$ cat config.mk
export PLATFORM = sky130hd
export DESIGN_NAME = bitplane_byterun1_unpacker_unit
export DESIGN_NICKNAME = d
export VERILOG_FILES = /design/src/rtl/bbru_pkg.sv /design/src/rtl/bbru_cfg_regs.sv /design/src/rtl/bbru_decode.sv /design/src/rtl/bbru_out_reg.sv /design/src/rtl/bitplane_byterun1_unpacker_unit.sv
export SDC_FILE = /design/constraint.sdc
export NUM_CORES = 1
export LEC_CHECK = 0
export ABC_AREA = 1
export BUFFER_PORTS_ARGS = -buffer_cell sky130_fd_sc_hd__buf_2
export CAP_MARGIN = 20
export CORE_MARGIN = 2
export CORE_UTILIZATION = 40
export CTS_BUF_LIST = sky130_fd_sc_hd__clkbuf_8
export CTS_CLUSTER_DIAMETER = 30
export DETAILED_ROUTE_END_ITERATION = 8
export GPL_TIMING_DRIVEN = 1
export PLACE_DENSITY = 0.59
export SLEW_MARGIN = 20
export SYNTH_ARGS = -nofsm -noshare
export SYNTH_HDL_FRONTEND = slang
export SYNTH_SLANG_ARGS = --single-unit
$ cat constraint.sdc
create_clock -name i_clk -period 5.45 [get_ports i_clk]
set_input_delay 1.09 -clock i_clk [delete_from_list [all_inputs] [get_ports i_clk]]
set_output_delay 1.09 -clock i_clk [all_outputs]
set_load 0.01 [all_outputs]
$ cat src/rtl/bbru_pkg.sv
`timescale 1ns / 1ps
// Shared types, codes and constants of the bitplane ByteRun1 unpacker.
// Used by every module in this folder; depends on nothing else.
package bbru_pkg;

    // Address width default and clamps on the picture geometry.
    localparam int ADDR_BITS_DEF = 24;
    localparam int MAX_LINES     = 4096;
    localparam int MAX_PLANES    = 8;

    // Field widths fixed by the interface.
    localparam int OUT_ADDR_W = 24;
    localparam int CFG_DATA_W = 24;
    localparam int CFG_IDX_W  = 3;
    localparam int ROW_POS_W  = 16;
    localparam int ROW_BYTES_W = 12;

    // Register reset values.
    localparam logic [13:0] PIXEL_WIDTH_RST  = 14'd320;
    localparam logic [12:0] PIXEL_HEIGHT_RST = 13'd200;
    localparam logic [3:0]  PLANE_COUNT_RST  = 4'd5;
    localparam logic [12:0] ROW_STRIDE_RST   = 13'd48;
    localparam logic [23:0] DEST_BASE_RST    = 24'd0;

    // Control byte that encodes no operation (-128).
    localparam logic [7:0] CTRL_NOP = 8'h80;

    // Configuration register indexes.
    typedef enum logic [CFG_IDX_W-1:0] {
        CFG_PIXEL_WIDTH  = 3'd0,
        CFG_PIXEL_HEIGHT = 3'd1,
        CFG_PLANE_COUNT  = 3'd2,
        CFG_COMP_MODE    = 3'd3,
        CFG_ROW_STRIDE   = 3'd4,
        CFG_DEST_BASE    = 3'd5
    } t_cfg_idx;

    // Compression modes; the remaining codes ignore the body.
    typedef enum logic [1:0] {
        MODE_RAW      = 2'd0,
        MODE_BYTERUN1 = 2'd1
    } t_mode;

    // Decoder phase, one-hot.
    typedef enum logic [2:0] {
        PH_CONTROL = 3'b001,
        PH_LITERAL = 3'b010,
        PH_REPEAT  = 3'b100
    } t_phase;

    // Input beat.
    typedef struct packed {
        logic [7:0] body_byte;
        logic       frame_start;
    } t_in_beat;

    // Output beat: one memory fill command.
    typedef struct packed {
        logic [OUT_ADDR_W-1:0] write_addr;
        logic [7:0]            write_value;
        logic [7:0]            write_count;
        logic                  frame_last;
    } t_out_beat;

    // Geometry and mode as the decoder sees them.
    typedef struct packed {
        logic [ROW_BYTES_W-1:0] row_bytes;
        logic [3:0]             eff_planes;
        logic [12:0]            eff_lines;
        logic                   empty;
        t_mode                  mode;
        logic [12:0]            row_stride;
        logic [23:0]            dest_base;
    } t_cfg;

    // Write of the base register, seen by the decoder.
    typedef struct packed {
        logic        load;
        logic [23:0] value;
    } t_base_load;

endpackage

$ cat src/rtl/bbru_cfg_regs.sv
`timescale 1ns / 1ps
// Configuration registers and the geometry derived from them.
// Depends on bbru_pkg.
module bbru_cfg_regs
    import bbru_pkg::*;
(
    input  logic                 i_clk,
    input  logic                 i_rst_n,
    input  logic                 i_busy,
    input  logic                 i_cfg_valid,
    output logic                 o_cfg_ready,
    input  logic [CFG_IDX_W-1:0] i_cfg_index,
    input  logic [CFG_DATA_W-1:0] i_cfg_data,
    output t_cfg                 o_cfg,
    output t_base_load           o_base_load
);

    logic [13:0] r_pixel_width;
    logic [12:0] r_pixel_height;
    logic [3:0]  r_plane_count;
    t_mode       r_mode;
    logic [12:0] r_row_stride;
    logic [23:0] r_dest_base;

    logic        cfg_wr;
    logic [14:0] pw_sum;
    logic [16:0] height_ext;

    // Writes are taken only while no beat waits in the input register.
    assign o_cfg_ready = !i_busy;
    assign cfg_wr      = i_cfg_valid && o_cfg_ready;

    // Register file; writes beyond the last index are dropped.
    always_ff @(posedge i_clk) begin
        if (!i_rst_n) begin
            r_pixel_width  <= PIXEL_WIDTH_RST;
            r_pixel_height <= PIXEL_HEIGHT_RST;
            r_plane_count  <= PLANE_COUNT_RST;
            r_mode         <= MODE_BYTERUN1;
            r_row_stride   <= ROW_STRIDE_RST;
            r_dest_base    <= DEST_BASE_RST;
        end else if (cfg_wr) begin
            unique case (t_cfg_idx'(i_cfg_index))
                CFG_PIXEL_WIDTH:  r_pixel_width  <= i_cfg_data[13:0];
                CFG_PIXEL_HEIGHT: r_pixel_height <= i_cfg_data[12:0];
                CFG_PLANE_COUNT:  r_plane_count  <= i_cfg_data[3:0];
                CFG_COMP_MODE:    r_mode         <= t_mode'(i_cfg_data[1:0]);
                CFG_ROW_STRIDE:   r_row_stride   <= i_cfg_data[12:0];
                CFG_DEST_BASE:    r_dest_base    <= i_cfg_data[23:0];
                default: ;
            endcase
        end
    end

    // A base write may also move the current row base at the frame origin.
    assign o_base_load.load  = cfg_wr && (t_cfg_idx'(i_cfg_index) == CFG_DEST_BASE);
    assign o_base_load.value = i_cfg_data[23:0];

    // Row byte count is the width rounded up to whole 16-pixel words, in bytes.
    assign pw_sum     = {1'b0, r_pixel_width} + 15'd15;
    assign height_ext = {4'd0, r_pixel_height};

    always_comb begin
        o_cfg.row_bytes  = {pw_sum[14:4], 1'b0};
        o_cfg.eff_planes = (r_plane_count > 4'(MAX_PLANES)) ? 4'(MAX_PLANES) : r_plane_count;
        o_cfg.eff_lines  = (height_ext > 17'(MAX_LINES)) ? 13'(MAX_LINES) : r_pixel_height;
        o_cfg.empty      = (o_cfg.row_bytes == '0) || (o_cfg.eff_planes == '0) ||
                           (o_cfg.eff_lines == '0);
        o_cfg.mode       = r_mode;
        o_cfg.row_stride = r_row_stride;
        o_cfg.dest_base  = r_dest_base;
    end

endmodule

$ cat src/rtl/bbru_decode.sv
`timescale 1ns / 1ps
// Decoder state and the single-pass step that turns one body byte into a fill.
// Depends on bbru_pkg.
module bbru_decode
    import bbru_pkg::*;
#(
    parameter int ADDR_BITS = ADDR_BITS_DEF
) (
    input  logic       i_clk,
    input  logic       i_rst_n,
    input  logic       i_fire,
    input  t_in_beat   i_item,
    input  t_cfg       i_cfg,
    input  t_base_load i_base_load,
    output logic       o_res_valid,
    output t_out_beat  o_res
);

    localparam int ADDR_EXT_W = (ADDR_BITS > OUT_ADDR_W) ? ADDR_BITS : OUT_ADDR_W;

    t_phase                 r_phase, n_phase;
    logic [7:0]             r_run, n_run;
    logic [ROW_POS_W-1:0]   r_pos, n_pos;
    logic [3:0]             r_plane, n_plane;
    logic [12:0]            r_line, n_line;
    logic [ADDR_BITS-1:0]   r_base, n_base;
    logic                   r_done, n_done;

    // State after an optional frame start clear.
    t_phase                 c_phase;
    logic [7:0]             c_run;
    logic [ROW_POS_W-1:0]   c_pos;
    logic [3:0]             c_plane;
    logic [12:0]            c_line;
    logic [ADDR_BITS-1:0]   c_base;
    logic                   c_done;

    logic                   emit_en;
    logic                   check_en;
    logic [7:0]             emit_count;
    logic [ADDR_BITS-1:0]   emit_addr;
    logic [ADDR_EXT_W-1:0]  addr_ext;
    logic [ROW_POS_W-1:0]   pos_sum;
    logic                   row_full;
    logic [4:0]             plane_inc;
    logic [13:0]            line_inc;
    logic                   at_origin;

    // Frame start resets the position before the byte is used.
    always_comb begin
        if (i_item.frame_start) begin
            c_phase = PH_CONTROL;
            c_run   = '0;
            c_pos   = '0;
            c_plane = '0;
            c_line  = '0;
            c_base  = ADDR_BITS'(i_cfg.dest_base);
            c_done  = 1'b0;
        end else begin
            c_phase = r_phase;
            c_run   = r_run;
            c_pos   = r_pos;
            c_plane = r_plane;
            c_line  = r_line;
            c_base  = r_base;
            c_done  = r_done;
        end
    end

    // Shared fill datapath: address, new position and row end test.
    assign emit_addr = c_base + ADDR_BITS'(c_pos);
    assign addr_ext  = ADDR_EXT_W'(emit_addr);
    assign pos_sum   = c_pos + ROW_POS_W'(emit_count);
    assign row_full  = pos_sum >= ROW_POS_W'(i_cfg.row_bytes);
    assign plane_inc = {1'b0, c_plane} + 5'd1;
    assign line_inc  = {1'b0, c_line} + 14'd1;
    assign at_origin = !r_done && (r_line == '0) && (r_plane == '0) && (r_pos == '0) &&
                       (r_phase == PH_CONTROL);

    // Phase decode for one byte.
    always_comb begin
        n_phase    = c_phase;
        n_run      = c_run;
        emit_en    = 1'b0;
        check_en   = 1'b0;
        emit_count = 8'd1;
        if (!c_done && !i_cfg.empty) begin
            unique case (i_cfg.mode)
                MODE_RAW: begin
                    n_phase  = PH_CONTROL;
                    n_run    = '0;
                    emit_en  = 1'b1;
                    check_en = 1'b1;
                end
                MODE_BYTERUN1: begin
                    unique case (c_phase)
                        PH_LITERAL: begin
                            emit_en = 1'b1;
                            n_run   = c_run - 8'd1;
                            if (c_run == 8'd1) begin
                                n_phase  = PH_CONTROL;
                                check_en = 1'b1;
                            end
                        end
                        PH_REPEAT: begin
                            emit_en    = 1'b1;
                            emit_count = c_run;
                            n_run      = '0;
                            n_phase    = PH_CONTROL;
                            check_en   = 1'b1;
                        end
                        default: begin
                            if (i_item.body_byte == CTRL_NOP) begin
                                n_phase = PH_CONTROL;
                            end else if (!i_item.body_byte[7]) begin
                                n_run   = i_item.body_byte + 8'd1;
                                n_phase = PH_LITERAL;
                            end else begin
                                n_run   = 8'(9'd257 - {1'b0, i_item.body_byte});
                                n_phase = PH_REPEAT;
                            end
                        end
                    endcase
                end
                default: ;
            endcase
        end
    end

    // Position, row, plane and line advance plus the result beat.
    always_comb begin
        n_pos   = c_pos;
        n_plane = c_plane;
        n_line  = c_line;
        n_base  = c_base;
        n_done  = c_done;
        o_res_valid       = i_fire && emit_en;
        o_res.write_addr  = addr_ext[OUT_ADDR_W-1:0];
        o_res.write_value = i_item.body_byte;
        o_res.write_count = emit_count;
        o_res.frame_last  = 1'b0;
        if (emit_en) begin
            n_pos = pos_sum;
            if (check_en && row_full) begin
                n_pos  = '0;
                n_base = c_base + ADDR_BITS'(i_cfg.row_stride);
                if (plane_inc >= {1'b0, i_cfg.eff_planes}) begin
                    n_plane = '0;
                    n_line  = line_inc[12:0];
                    if (line_inc >= {1'b0, i_cfg.eff_lines}) begin
                        n_done           = 1'b1;
                        o_res.frame_last = 1'b1;
                    end
                end else begin
                    n_plane = plane_inc[3:0];
                end
            end
        end
    end

    // State registers; a base write at the frame origin reloads the row base.
    always_ff @(posedge i_clk) begin
        if (!i_rst_n) begin
            r_phase <= PH_CONTROL;
            r_run   <= '0;
            r_pos   <= '0;
            r_plane <= '0;
            r_line  <= '0;
            r_base  <= ADDR_BITS'(DEST_BASE_RST);
            r_done  <= 1'b0;
        end else if (i_fire) begin
            r_phase <= n_phase;
            r_run   <= n_run;
            r_pos   <= n_pos;
            r_plane <= n_plane;
            r_line  <= n_line;
            r_base  <= n_base;
            r_done  <= n_done;
        end else if (i_base_load.load && at_origin) begin
            r_base <= ADDR_BITS'(i_base_load.value);
        end
    end

`ifndef ASSERT_OFF
    // A fill always covers 1 to 128 bytes.
    a_count_range: assert property (@(posedge i_clk) disable iff (!i_rst_n)
        o_res_valid |-> (o_res.write_count != 8'd0) && (o_res.write_count <= 8'd128))
        else $error("fill count out of range");

    // The fill that completes the picture marks the frame as done.
    a_last_sets_done: assert property (@(posedge i_clk) disable iff (!i_rst_n)
        o_res_valid && o_res.frame_last |=> r_done)
        else $error("frame not marked done after last fill");

    // A finished frame yields nothing until the next frame start.
    a_done_silent: assert property (@(posedge i_clk) disable iff (!i_rst_n)
        i_fire && r_done && !i_item.frame_start |-> !o_res_valid)
        else $error("fill produced after frame end");
`endif

endmodule

$ cat src/rtl/bbru_out_reg.sv
`timescale 1ns / 1ps
// Result register that holds a fill while the receiver stalls.
// Depends on bbru_pkg.
module bbru_out_reg
    import bbru_pkg::*;
(
    input  logic      i_clk,
    input  logic      i_rst_n,
    input  logic      i_fire,
    input  logic      i_res_valid,
    input  t_out_beat i_res,
    input  logic      i_out_stall,
    output logic      o_free,
    output logic      o_out_valid,
    output t_out_beat o_out_data
);

    logic      r_valid;
    t_out_beat r_data;

    // The register can load when empty or when its beat leaves this cycle.
    assign o_free = !r_valid || !i_out_stall;

    always_ff @(posedge i_clk) begin
        if (!i_rst_n) begin
            r_valid <= 1'b0;
        end else if (i_fire) begin
            r_valid <= i_res_valid;
        end else if (!i_out_stall) begin
            r_valid <= 1'b0;
        end
    end

    // Payload loads only with a new fill.
    always_ff @(posedge i_clk) begin
        if (i_fire && i_res_valid) begin
            r_data <= i_res;
        end
    end

    assign o_out_valid = r_valid;
    assign o_out_data  = r_data;

endmodule

$ cat src/rtl/bitplane_byterun1_unpacker_unit.sv
`timescale 1ns / 1ps
// Top level of the bitplane ByteRun1 unpacker: input register and stage wiring.
// Depends on bbru_pkg, bbru_cfg_regs, bbru_decode and bbru_out_reg.
//
// Usage:
// The body of an interleaved-bitplane picture enters one byte per beat on the
// input channel (i_in_valid, o_in_stall, i_in_data). Each byte yields zero or
// one memory fill command on the output channel (o_out_valid, i_out_stall,
// o_out_data): a start address, a byte value and a repeat count of 1 to 128,
// with frame_last set on the fill that completes the final row.
// Configuration registers are written through i_cfg_valid / o_cfg_ready with
// i_cfg_index and i_cfg_data, while no byte is in flight.
// A byte accepted into the input register is decoded when it fires, and its
// fill is loaded into the result register, from which it is offered.
// Throughput: one byte per cycle while the receiver does not stall; the only
// loop is the decoder state update between the input and result registers.
// Reset clears the decoder to the frame origin and loads the register reset
// values. When the receiver stalls, the pending fill holds, one more byte waits
// in the input register, and o_in_stall rises in the same cycle.
module bitplane_byterun1_unpacker_unit
    import bbru_pkg::*;
#(
    parameter int ADDR_BITS = ADDR_BITS_DEF
) (
    input  logic                  i_clk,
    input  logic                  i_rst_n,
    input  logic                  i_in_valid,
    output logic                  o_in_stall,
    input  t_in_beat              i_in_data,
    output logic                  o_out_valid,
    input  logic                  i_out_stall,
    output t_out_beat             o_out_data,
    input  logic                  i_cfg_valid,
    output logic                  o_cfg_ready,
    input  logic [CFG_IDX_W-1:0]  i_cfg_index,
    input  logic [CFG_DATA_W-1:0] i_cfg_data
);

    logic       r_in_valid;
    t_in_beat   r_in_data;
    logic       in_accept;
    logic       fire;
    logic       out_free;
    logic       res_valid;
    t_out_beat  res;
    t_cfg       cfg;
    t_base_load base_load;

    // The decoder step runs whenever a byte waits and the result slot is free.
    assign fire       = r_in_valid && out_free;
    assign o_in_stall = r_in_valid && !fire;
    assign in_accept  = i_in_valid && !o_in_stall;

    // Input register.
    always_ff @(posedge i_clk) begin
        if (!i_rst_n) begin
            r_in_valid <= 1'b0;
        end else if (in_accept) begin
            r_in_valid <= 1'b1;
        end else if (fire) begin
            r_in_valid <= 1'b0;
        end
    end

    always_ff @(posedge i_clk) begin
        if (in_accept) begin
            r_in_data <= i_in_data;
        end
    end

    bbru_cfg_regs u_cfg_regs (
        .i_clk       (i_clk),
        .i_rst_n     (i_rst_n),
        .i_busy      (r_in_valid),
        .i_cfg_valid (i_cfg_valid),
        .o_cfg_ready (o_cfg_ready),
        .i_cfg_index (i_cfg_index),
        .i_cfg_data  (i_cfg_data),
        .o_cfg       (cfg),
        .o_base_load (base_load)
    );

    bbru_decode #(
        .ADDR_BITS (ADDR_BITS)
    ) u_decode (
        .i_clk       (i_clk),
        .i_rst_n     (i_rst_n),
        .i_fire      (fire),
        .i_item      (r_in_data),
        .i_cfg       (cfg),
        .i_base_load (base_load),
        .o_res_valid (res_valid),
        .o_res       (res)
    );

    bbru_out_reg u_out_reg (
        .i_clk       (i_clk),
        .i_rst_n     (i_rst_n),
        .i_fire      (fire),
        .i_res_valid (res_valid),
        .i_res       (res),
        .i_out_stall (i_out_stall),
        .o_free      (out_free),
        .o_out_valid (o_out_valid),
        .o_out_data  (o_out_data)
    );

`ifndef ASSERT_OFF
    // An accepted byte is held in the input register for the next cycle.
    a_accept_held: assert property (@(posedge i_clk) disable iff (!i_rst_n)
        in_accept |=> r_in_valid)
        else $error("accepted byte lost from input register");
`endif

endmodule
* Word level (Yosys, flattened, before mapping)
Cells that the tools add are included.
Word-level totals: logic and storage cells 141, flip-flop bits (word level) 191, bits of input ports 41, output and inout port bits 44
Operators by class: equality and inequality tests 12, $add $sub $neg 9, reduce and logical (&&, ||, !) cells 43, muxes and demuxes 51, order comparisons 5
Operators by type and width (number):
- $mux W24 | 5
- $mux W13 | 5
- $mux W8 | 7
- $mux W16 | 3
- $pmux W8 S2 | 2
- $logic_not A13 Y1 | 2
- $add A24 B13 Y24 | 1
- $add A24 B16 Y24 | 1
- $mux W4 | 5
- $add A16 B8 Y16 | 1
- $ge A16 B12 Y1 | 1
- $logic_not A16 Y1 | 1
- $add A14 B4 Y15 const B | 1
- $mux W3 | 5
- $add A13 B1 Y14 const B | 1
- $ge A14 B13 Y1 | 1
- $logic_and A1 B1 Y1 | 14
- $mux W1 | 14
- $gt A13 B13 Y1 const B | 1
- $pmux W3 S2 | 2
- $reduce_and A2 Y1 | 6
- $logic_not A11 Y1 | 1
- $eq A3 B2 Y1 const B | 3
- $eq A3 B3 Y1 const B | 3
- 20 further kinds | 34

* Longest topological paths before layout
Gate-level depths: netlist (run 1).
depth in word-level cells 14, depth in mapped cells 38, mapped depth without buffers 36

* By module
From an unflattened synthesis (run 1), not the netlist that was laid out.
Unflattened totals: cells, all modules 1886, area, all modules 13213.9 sq um
By module, submodules not included:
- bbru_decode | area an instance 8388.0 sq um, instances 1, cells each 1378, sequential area each 1381.3 sq um
- bbru_cfg_regs | area an instance 3206.8 sq um, instances 1, cells each 440, sequential area each 1401.3 sq um
- bbru_out_reg | area an instance 1288.7 sq um, instances 1, cells each 49, sequential area each 1251.2 sq um
- bitplane_byterun1_unpacker_unit | area an instance 330.3 sq um, instances 1, cells each 19, sequential area each 290.3 sq um

* Worst setup path after synthesis (run 1)
OpenSTA, ideal clock, no wires.
path type register -> register, from register u_cfg_regs.r_pixel_width[4], to register u_decode.r_base[6], library setup time 109 ps, setup slack 1176 ps, cell stages (with the launch flop) 32, period minus slack after synthesis 4274 ps, path buffers 2, required time 5341 ps, data arrival time 4165 ps, cell sequence dfxtp_1 nand2_1 nor2_2 nand3_2 o21ai_1 o21ai_1 nand3_2 nand2_4 nor2_1 inv_1 nor3_1 ha_1 or2_2 nand3_1 nand2_1 a31oi_1 xor2_1 ha_1 a21oi_1 o21ai_0 nor2_1 nand2_1 nor2_2 nand2_2 nand2_4 inv_2 buf_6 buf_6 o21ai_1 nand2_1 nand2_1 inv_1
RTL lines:
- start: declaration | line bbru_cfg_regs.sv:18 | logic [13:0] r_pixel_width;
- start signal: assignment | line bbru_cfg_regs.sv:44 | CFG_PIXEL_WIDTH: r_pixel_width <= i_cfg_data[13:0];
- end signal: assignment | line bbru_decode.sv:169 | r_base <= ADDR_BITS'(DEST_BASE_RST);
- end signal: assignment | line bbru_decode.sv:177 | r_base <= n_base;
- end signal: assignment | line bbru_decode.sv:180 | r_base <= ADDR_BITS'(i_base_load.value);
- end: declaration | line bbru_decode.sv:26 | logic [ADDR_BITS-1:0] r_base, n_base;

==> results, run 1 <==
- The setup check on the worst reg-to-reg path leaves a slack of 530 ps.
- Setup repair after global routing left no endpoint under its margin.
- The count of vias placed by the detailed router is around 13,000.
- The width of the die is between 150 and 200 µm.
- The root buffer cell is clkbuf_8.
- The repair_antennas step left the layout with diodes totalling 0.
- For this run, the post-layout net count is roughly 2,100.
- The post-synthesis cell type count is between 40 and 50.
- The endpoint of the worst setup timing path is u_out_reg.o_out_data[0].
- A synthesized cell averages ~6.7 µm².
- The area share of the leading cell type in the synthesized netlist is 0.218.
- The critical path's largest stage delay is between 400 and 500 ps.
- For this design the ratio of total power to cell area is 211 nW/µm².
- Counting every net in the synthesized netlist gives 2,033.
- Max-cap violations in this run came to 0.
- Across every metal layer, demand over resource in global routing totals 0.231.
- In this run, CTS created clock tree buffers numbering 17.
- The count of TritonRoute iterations in the first routing pass is 7.
- Final hold analysis gives a worst-case slack of around 470 ps.
- Clock skew on the completed layout was measured at ~24 ps.
- The number of standard-cell rows in the floorplan is 65.
- The HPWL reported at the end of detailed placement is approximately 28 mm.
- The number of global-route vias before repair is between 10,000 and 15,000.
- The startpoint class of the critical path is a flip-flop.
- The flop and latch count out of synthesis is roughly 190.
- Counting flops with a built-in enable in the synthesized netlist gives 50.
- For the pin with the worst max-slew slack, the measured transition is between 900 and 1000 ps.
- The worst path required time is roughly 5700 ps.
- The top-level port count is 85.
- The final max-slew violation count is 0.
- The design internal power is 2.03 mW.
- For this design, the sink count on the clock tree is around 190.
- The total overflow left after global routing is 0.
- Of the total power, combinational logic draws 0.161.
- The portion of total power attributed to the clock network is 0.324.
- In this run the number of H-tree levels came out at 4.
- The switching share of power is 0.320.
- In this run the worst hold path is classified as flip-flop to flip-flop.
- The height of the chip is between 150 and 200 µm.
- The relative slew slack is 0.336.
- The floorplan step defined a die boundary enclosing between 30,000 and 40,000 µm².
- Subtracting the final worst setup slack from the clock period gives 4920 ps.
- The most frequent cell on the critical path is nand2_1.
- The TritonCTS clock tree is built.
- The leakage power is 6.57 nW.
- The hold violation total from the final report is 0.
- The number of antenna violations at the first check in global routing was 0.
- The global-route wire length before repair is 61.6 mm.
- For this block, the initial DRC count from the detailed router was between 1,000 and 1,500.
- The cell area after technology mapping is around 13,000 µm².
- The setup violation total in the final timing report is 0.
- The remaining routing DRC violations is 0.
- In the finished design, the share of the clock period the worst path needs comes to 0.902.
- The detailed-route vias per instance is around 5.3.
- The number of warnings reported in the yosys synthesis log is 0.
- For this run, asynchronously set or reset flops after synthesis account for 0.
- The share of total power dissipated in sequential elements is 0.515.
- The critical path startpoint is u_cfg_regs.r_pixel_width[4].
- The number of cells on the worst reg-to-reg path is 28.
- In the final layout, the share of cells above drive strength 1 is 0.0925.
- The clock latency reported for the late side of the worst-skew pair is about 510 ps.
- The detail route stage leaves a number of antenna-violating nets equal to 0.
- The net switching power of the design is around 950 µW.
- From synthesis to final layout, the design area changed by 9.15%.
- Leaving out fill and tap cells, the most frequent cell in the layout is nand2_1.
- On the critical path, the stage with the largest delay is an instance of dfxtp_1.
- The pin count of the biggest net entering global routing is 60.
- The share of the Yosys chip area taken by registers is 0.334.
- The worst reg2reg path startpoint is u_cfg_regs.r_pixel_width[4].
- The placeable core region is 31,700 µm².
- The synthesized instance count is ~1,900.
- Ranked by total cell area, the synthesized netlist is headed by dfxtp_1 (22%), nand2_1 (14%), edfxtp_1 (12%).
- The number of buffers on the longest clock path is 2.
- The endpoint class of the critical path is a flip-flop.
- The overall power after layout is approximately 3.0 mW.
- Adding up every negative setup slack in the final design gives 0 ps.
- The count of port buffers added during placement is 84.
- The final routed wirelength across all metal layers is about 38 mm.
- The kind of critical path is flip-flop to flip-flop.
- The number of fill cells in the layout is roughly 3,300.
- The commonest register cell after synthesis is dfxtp_1.
- The final estimated routing congestion in global placement is just under 0.9.
- Along the worst path, the maximum fanout reaches 40.
- Of all cell types, the one taking the most synthesized area is dfxtp_1.
- The worst-case IR drop observed on VDD is roughly 0.00016 V.
- The run finished with clean final reports.
- The clock input transition at the sequential cells of the worst setup and hold paths is between 100 and 150 ps.
- After detailed routing, the average wire length per cell comes to roughly 16 µm.
- Static timing analysis puts the maximum clock frequency at 203 MHz.
- The endpoint identified for the worst register-to-register timing path is u_out_reg.o_out_data[0].
- The final cell utilization of the core is 0.445.
- Data arrives at the worst endpoint at around 5200 ps.
- In the layout the commonest cells are nand2_1 (481), inv_1 (238), o21ai_0 (185).
- For this configuration, the core starts out at a cell density of 0.408.
[synthesized netlist by cell type, types with 3 or more instances]
library cell,n
nor2_2,7
nand4_1,22
nand3b_1,3
o21ai_1,5
inv_2,4
buf_6,6
nor3_1,20
nand2_1,481
xor2_1,50
nand2_4,5
nor2_1,168
o211ai_1,18
dfxtp_1,141
ha_1,73
inv_1,240
buf_2,9
o21bai_1,4
a31oi_1,3
o22ai_1,4
clkbuf_1,50
fa_1,3
nand2_2,5
a21o_1,3
nand3_1,115
xnor2_1,12
nor4_1,12
or2_2,8
nor2_4,5
clkinv_1,3
o21ai_0,186
edfxtp_1,50
a21oi_1,176
[layout make-up]
cell class | count | area (µm²) | share of cell area
timing repair buffer | 99 | 558 | 0.0395
clock inverter | 15 | 151 | 0.0107
tap | 402 | 503 | 0.0356
clock buffer | 17 | 234 | 0.0166
multi-input combinational | 1407 | 7390 | 0.524
inverter | 249 | 946 | 0.0670
sequential | 191 | 4320 | 0.306
[power groups by stage]
stage | Combinational (mW) | Sequential [mW] | Clock [mW]
CTS | 0.470 | 1.54 | 0.995
global route | 0.539 | 1.54 | 1.05
detailed placement | 0.468 | 1.57 | 0
global placement | 0.465 | 1.57 | 0
finish | 0.480 | 1.54 | 0.967
floorplan | 0.331 | 1.56 | 0
[how the worst min path moves through the flow]
stage	from	endpoint	slack (ps)	cells past startpoint
6_report	u_decode.r_base[19]	u_decode.r_base[19]	470	2
5_1_grt	u_decode.r_base[13]	u_decode.r_base[13]	490	2
4_1_cts	u_decode.r_base[19]	u_decode.r_base[19]	470	2
3_5_place_dp	u_decode.r_base[19]	u_decode.r_base[19]	450	2
3_3_place_gp	u_decode.r_base[17]	u_decode.r_base[17]	450	2
2_1_floorplan	r_in_data[8]	u_out_reg.o_out_data[16]	420	0
[what timing repair did]
item / 4_1_cts / 5_1_grt
buffers inserted: 0 / 1
resized for setup: 0 / 13
hold buffers: 0 / 0
setup endpoints to repair: 0 / 51
[state kept, by name (all words and copies together), names as in the netlist]
name / count
u_cfg_regs.r_pixel_width: 14
u_cfg_regs.r_row_stride: 13
u_out_reg.o_out_valid: 1
r_in_valid: 1
u_decode.r_done: 1
u_decode.r_base: 24
u_cfg_regs.r_dest_base: 24
u_cfg_regs.r_mode: 2
u_decode.r_plane: 4
r_in_data: 9
u_decode.r_run: 8
u_out_reg.o_out_data: 41
u_cfg_regs.r_pixel_height: 13
u_decode.r_line: 13
u_decode.r_phase: 3
u_decode.r_pos: 16
u_cfg_regs.r_plane_count: 4
[critical path, delay by kind of cell (launching register included)]
family,cells,cell delay (ps)
DFF,1,430
xor gates and xnor gates,1,230
AOI/OAI and AO/OA,5,650
and+or+nand+nor,17,2150
buffers and inverters,3,500
adders and majority gates,2,650
[per-layer routing]
layer  global-route usage  vias up  routed length (µm)
met5                    0        -                   0
met4               0.0618        0                 599
met3               0.0283       28                1910
met2                0.362      331               16800
met1                0.334     5763               18900
li1                     -     6380                   -
[per-stage QoR]
stage,std cells,instance area (µm²),worst slack [ps]
2_1_floorplan,1916,12900,1180
3_3_place_gp,2347,13700,284
3_5_place_dp,2347,13700,123
4_1_cts,2379,14000,88.4
5_1_grt,2380,14100,27.3
6_report,2380,14100,534
[cells by family after synthesis]
| group | count (synthesis) | share of synthesized area |
|---|---|---|
| and+or+nand+nor | 859 | 0.283 |
| muxes | 2 | 0.00155 |
| buffers and inverters | 318 | 0.0978 |
| adders and majority gates | 76 | 0.0753 |
| xor gates and xnor gates | 62 | 0.0420 |
| DFF | 191 | 0.334 |
| AOI/OAI and AO/OA | 408 | 0.166 |
(Power assumes the default switching activity.)
==> inputs of run 2 (changes only) <==
--- a/config.mk
+++ b/config.mk
@@ -8,7 +8,7 @@
 export ABC_AREA = 1
 export BUFFER_PORTS_ARGS = -buffer_cell sky130_fd_sc_hd__buf_2
 export CAP_MARGIN = 20
-export CORE_MARGIN = 2
+export CORE_MARGIN = 1.5
 export CORE_UTILIZATION = 40
 export CTS_BUF_LIST = sky130_fd_sc_hd__clkbuf_8
 export CTS_CLUSTER_DIAMETER = 30
==> run 2 against run 1 <==
Cell area rose by 0.21%. Clock skew down 0.60 ps. Combinational power about the same. Critical path type unchanged. Largest cell class unchanged. Largest power group unchanged.
==> results, run 2 (synthesis results as in run 1) <==
- The run finished with clean final reports.
- The final worst setup slack is roughly 580 ps.
- The number of buffers on the longest clock path is 2.
- The antenna diode count is 0.
- In the layout the commonest cells are nand2_1 (481), inv_1 (239), o21ai_0 (186).
- The flip-flop count of the largest register after layout is 41.
- The worst-case IR drop observed on VDD is ~0.00016 V.
- The design internal power is approximately 2 mW.
- Input and output buffers added on the ports amount to between 80 and 90.
- In the final routed layout, each cell accounts on average for about 16 µm.
- The fraction of power consumed by combinational cells is 0.163.
- The first global-routing pass estimated around 60 mm of wire.
- In this run, placement finished with an instance count of approximately 2,400.
- TritonCTS built the clock tree.
- Of the cells placed in the final design, the portion with a size suffix greater than 1 is 0.0939.
- The pin slew with the least headroom to its limit is 1010 ps.
- The net switching power of the design is 933 µW.
- On the final layout, the worst clock skew is between 20 and 25 ps.
- After clock tree synthesis, the clock-pin slew on the worst setup and hold paths is 110 ps.
- The leakage power is 6.58 nW.
- The relative slew slack is 0.318.
- The width of the die is roughly 180 µm.
- Of the total power, registers draw 0.518.
- Leaving out fill and tap cells, the most frequent cell in the layout is nand2_1.
- Counting I/O delays and the setup requirement, the final critical path takes 4870 ps.
- On the critical path, the stage with the largest delay is an instance of dfxtp_1.
- The startpoint class of the critical path is a flip-flop.
- The critical path buffer and inverter count is 3.
- The share of total power dissipated in the clock network is 0.320.
- The largest fanout on the critical path is 22.
- The critical path's largest stage delay is roughly 420 ps.
- Data on the critical path is required at its endpoint by between 5000 and 6000 ps.
- The number of buffers inserted during clock tree synthesis is 17.
- At the worst endpoint, the arrival time is around 5300 ps.
- The core region is 31,700 µm².
- CTS built an H-tree with a depth of 4.
- By instance count, the cell type seen most on the critical path is nand2_1.
- The final max-slew violation count came to 0.
- The die covers around 33,000 µm².
- The overall routing resource usage is 0.232.
- The final layout net count is ~2,100.
- The number of antenna violations at the first check in global routing is 0.
- The count of TritonRoute iterations in the first routing pass is 7.
- For this run, design rule violations remaining after detail routing come to 0.
- The clock net in this run drives a total of 191 sinks.
- Dividing the final minimum period by the clock period gives 0.894.
- Tracing the worst setup path back leads to its startpoint at u_cfg_regs.r_pixel_width[4].
- Relative to the synthesized area, the layout overhead comes to 9.38%.
- The cell sitting at the root of the clock tree is a clkbuf_8.
- Clock latency on the worst-skew pair, taken at its later pin, is 510 ps.
- The number of hold-repair buffers added at the cts stage is 0.
- For this configuration, the core starts out at a cell density of 0.408.
- The worst hold path begins at u_decode.r_base[19].
- The kind of critical path is flip-flop to flip-flop.
- Of the total power, the share spent switching nets is 0.314.
- Entering global routing, the biggest net connects 58 pins.
- The non-filler instance count after layout is between 2,000 and 2,500.
- Setup violations remaining at the end of the flow were counted as 0.
- Setup repair after global routing left no endpoint under its margin.
- Counting buffers and inverters, the worst setup path is 30 cells deep.
- The number of fill cells in the layout is between 3,000 and 4,000.
- The maximum clock frequency is ~200 MHz.
- After legalization and detailed placement, the total HPWL measured approximately 28 mm.
- The number of global-route vias before repair came to 11,700.
- Power spread over the standard cell area amounts to approximately 210 nW/µm².
- After global routing the overflow that remains totals 0.
- The kind of cell adding the most delay to the critical path is simple AND/OR/NAND/NOR gates.
- The min-delay analysis places its worst path in the category flip-flop to flip-flop.
- The final routed wirelength across all metal layers is ~38 mm.
- The worst setup slack before clock tree synthesis is approximately 150 ps.
- Max-cap violations in this run came to 0.
- The detailed-route vias per instance is about 5.2.
- The final estimated routing congestion in global placement is between 0.9 and 1.
- The number of standard-cell rows in the floorplan is between 60 and 70.
- STA classifies the critical path endpoint as a flip-flop.
- The height of the chip is ~180 µm.
- The first routing iteration left 906 violations.
- The detail route stage leaves a number of antenna-violating nets equal to 0.
- The number of cells on the worst reg-to-reg path is 30.
- Pin placement for this block handled 85 I/O pins.
- The count of vias placed by the detailed router is about 13,000.
- Adding up every negative setup slack in the final design gives 0 ps.
- After layout, the design draws a total of 2.97 mW.
- The worst reg2reg path startpoint is u_cfg_regs.r_pixel_width[4].
- Counting instances, the worst hold path has a depth of 2.
- The hold violation total from the final report is 0.
run 2: cell types whose count changed in the layout (fill, tap and decap cells not counted), moves of 2 or more:
cell,delta
buf_4,+4
clkinv_4,-2
inv_4,+2
inv_8,-2
run 2: layer usage:
metal	GRT usage	up-vias	share of wire
met5	0	-	0
met2	0.366	278	0.44
met3	0.0379	56	0.047
met4	0.0770	0	0.026
met1	0.324	5800	0.49
li1	-	6368	-
run 2: layout make-up:
class	count	area, µm²	area share
clock inverters	13	125	0.00885
clock buffers	18	248	0.0175
multi-input cells	1407	7410	0.524
inverters	249	943	0.0667
well taps	402	503	0.0356
repair buffers	103	588	0.0416
flip-flops and latches	191	4320	0.306
run 2: power groups by stage:
stage	registers, mW	logic [mW]	clock network, mW
4_1_cts	1.53	0.473	0.974
5_1_grt	1.54	0.538	1.03
3_3_place_gp	1.57	0.466	0
3_5_place_dp	1.57	0.470	0
6_report	1.54	0.482	0.949
2_1_floorplan	1.56	0.331	0
run 2: worst paths after layout:
kind,endpoint,slack (ps)
worst max-delay path,u_decode.r_line[11],580
worst min-delay path,u_decode.r_base[19],470
worst max register to register,u_decode.r_line[11],580
worst min register to register,u_decode.r_base[19],470
run 2: timing repair:
item,in CTS,in global routing
gates resized for setup,0,12
endpoints found under the setup margin,0,59
setup buffers,0,1
run 2: tightest hold or removal path, cell delays in order (launching register included):
cell	delay, ps
dfxtp_1	320
nand2_1	60
a21oi_1	60
run 2: per-stage QoR:
stage | hold slack, ps | utilization | instance area, µm²
final | 470 | 0.446 | 14100
after detailed placement | 453 | 0.431 | 13700
after CTS | 468 | 0.443 | 14100
after global placement | 450 | 0.431 | 13700
after floorplan | 424 | - | 12900
after global routing | 487 | 0.446 | 14100
==> inputs of run 3 (changes only) <==
--- a/config.mk
+++ b/config.mk
@@ -8,6 +8,7 @@
 export ABC_AREA = 1
 export BUFFER_PORTS_ARGS = -buffer_cell sky130_fd_sc_hd__buf_2
 export CAP_MARGIN = 20
+export CORE_ASPECT_RATIO = 1.75
 export CORE_MARGIN = 1.5
 export CORE_UTILIZATION = 40
 export CTS_BUF_LIST = sky130_fd_sc_hd__clkbuf_8
==> run 3 against run 2 <==
Clock skew decreased by 7.0 ps. Highest routed layer unchanged. Sequential cell count unchanged. Largest cell class unchanged. Power increased by 2.1%. Via count increased by 0.99%. Cell area decreased by 0.17%. Fmax decreased by 1.4%. Die area increased by 0.12%. Critical path type unchanged. Setup slack got worse by 71 ps. Routed wire length increased by 9.3%. Sequential power about the same.
==> results, run 3 (synthesis results as in run 1) <==
- The final cell utilization of the core is 0.446.
- The clock net in this run drives a total of 191 sinks.
- The first routing iteration left 779 violations.
- The top cell types in the final layout, fill and taps aside, are nand2_1 (481), inv_1 (240), o21ai_0 (185).
- The H-tree generated during clock tree synthesis spans 4 levels.
- The count of vias placed by the detailed router is 12,600.
- Setup repair after global routing left no endpoint under its margin.
- The total overflow reported by the global router is 0.
- From bottom edge to top edge, the die measures roughly 240 µm.
- The first detailed-routing pass took 7 iterations.
- The cell area reported after detailed placement is approximately 14,000 µm².
- The core region is ~32,000 µm².
- In this run the register-to-register setup slack is ~500 ps.
- The endpoint of the lowest-slack register-to-register path is u_out_reg.o_out_data[0].
- The number of antenna diodes in the final layout is 0.
- The cell depth of the worst min-delay path is 2.
- The HPWL reported at the end of detailed placement is roughly 32 mm.
- The overall power after layout is 3.03 mW.
- In the routed design, unresolved DRC markers number 0.
- The worst-case vdd ir drop is between 0.00015 and 0.0002 V.
- The worst hold path class is flip-flop to flip-flop.
- The number of max-capacitance violations reported is 0.
- The number of gates resized after CTS is 0.
- The worst path required time is around 5700 ps.
- The slowest stage of the critical path is the dfxtp_1 cell.
- Setup violations remaining at the end of the flow were counted as 0.
- The summed area of non-filler cells in the final layout is 14,100 µm².
- The number of buffers inserted during clock tree synthesis is 17.
- The number of hold-repair buffers added at the cts stage is 0.
- The initial core utilization is 0.409.
- The root buffer cell is clkbuf_8.
- In this run the core area contains 86 standard-cell rows.
- In this run the critical register-to-register path is launched from u_cfg_regs.r_pixel_width[4].
- The worst hold path begins at u_decode.r_base[23].
- In the finished design, the share of the clock period the worst path needs comes to 0.907.
- For the final database, setup skew stands at 16.1 ps.
- The die covers between 30,000 and 40,000 µm².
- The power density of the placed cells is ~210 nW/µm².
- The mean routed wirelength per cell is 17.6 µm.
- Buffers added to address setup during post-CTS repair amount to 0.
- The relative slew slack is 0.318.
- The final estimated routing congestion in global placement is ~0.94.
- The width of the die is between 100 and 150 µm.
- For this run, the slowest stage of the critical path takes between 400 and 500 ps.
- The worst hold path terminates at u_decode.r_base[23].
- Across every metal layer, demand over resource in global routing totals 0.252.
- Of the cells placed in the final design, the portion with a size suffix greater than 1 is 0.0919.
- The largest fanout on the critical path is 53.
- The startpoint class of the critical path is a flip-flop.
- Summed over all failing endpoints, the final setup total negative slack is 0 ps.
- After the last flow step, the layout net total stands at 2,084.
- The run finished with clean final reports.
- The critical path is of the flip-flop to flip-flop type.
- The residual antenna-violating net count after detailed routing is 0.
- The leakage power is between 6 and 7 nW.
- The hold violation total from the final report is 0.
- The register with the most flip-flops in the layout has around 40 of them.
- The global-route wire length before repair is 65.4 mm.
- The pin slew with the least headroom to its limit is 1010 ps.
- The worst hold slack across all endpoints is about 470 ps.
- For this run, the top clock speed supported by timing is around 200 MHz.
- The detailed-route vias per instance is between 5 and 6.
- The arrival time at the worst endpoint is approximately 5200 ps.
- For this block, the routed nets add up to between 40 and 50 mm of wire.
- Input and output buffers added on the ports amount to 84.
- The number of global-route vias before repair was 12,300.
- Clock-pin slew was measured on the worst setup and hold paths at approximately 100 ps.
- TritonCTS built the clock tree.
- The clock latency reported for the late side of the worst-skew pair is between 500 and 600 ps.
- The number of cells on the worst reg-to-reg path is 27.
- The endpoint class of the critical path is a flip-flop.
- Relative to the synthesized area, the layout overhead comes to 9.19%.
- The final max-slew violation count came to 0.
- Counting I/O delays and the setup requirement, the final critical path takes between 4000 and 5000 ps.
- The most common cell after layout, fill and taps aside is nand2_1.
- For this design the top-level I/O count stands at 85.
- Entering global routing, the biggest net connects 64 pins.
- The number of antenna violations at the first check in global routing is 0.
- The clock passes through at most 2 buffers.
==> run 3: per-stage QoR <==
| stage | cells | worst slack (ps) |
|---|---|---|
| global route | 2376 | 52.4 |
| CTS | 2376 | 498 |
| global placement | 2344 | 585 |
| floorplan | 1916 | 1180 |
| finish | 2376 | 508 |
| detailed placement | 2344 | 520 |
==> run 3: worst max-delay path by stage <==
stage	startpoint	endpoint	slack, ps	cells after the start
3_5_place_dp	u_cfg_regs.r_pixel_width[4]	u_out_reg.o_out_data[0]	520	28
3_3_place_gp	u_cfg_regs.r_pixel_width[4]	u_out_reg.o_out_data[0]	580	28
5_1_grt	u_cfg_regs.r_pixel_width[6]	u_decode.r_base[12]	50	30
4_1_cts	u_cfg_regs.r_pixel_width[4]	u_out_reg.o_out_data[0]	500	28
6_report	u_cfg_regs.r_pixel_width[4]	u_out_reg.o_out_data[0]	510	27
2_1_floorplan	u_cfg_regs.r_pixel_width[4]	u_decode.r_base[6]	1180	31
==> run 3: routing by layer <==
metal	GRT usage	wire length, µm
met3	0.0312	1430
met4	0.178	2910
met1	0.253	15500
met2	0.478	22000
met5	0	0
==> run 3: power breakdown <==
part | internal [mW] | leakage [nW] | switching, mW
Sequential | 1.50 | 1.62 | 0.0336
Clock | 0.441 | 0.212 | 0.566
Combinational | 0.147 | 4.76 | 0.336
Total | 2.09 | 6.59 | 0.936
==> run 3: area by class of cell <==
cell class              instances  area (µm²)
repair buffers                101         561
clock inverters                13         151
flip-flops and latches        191        4320
clock buffers                  19         262
fillers                      3305       17500
inverters                     249         943
multi-input cells            1407        7380
well taps                     396         495
==> run 3: worst max-delay path, delay by kind of cell (launching register included) <==
kind	cells	cell delay (ps)
DFF	1	420
xor gates and xnor gates	1	240
buffers and inverters	2	440
and+or+nand+nor	17	2320
adders and majority gates	2	590
AOI/OAI and AO/OA	5	630
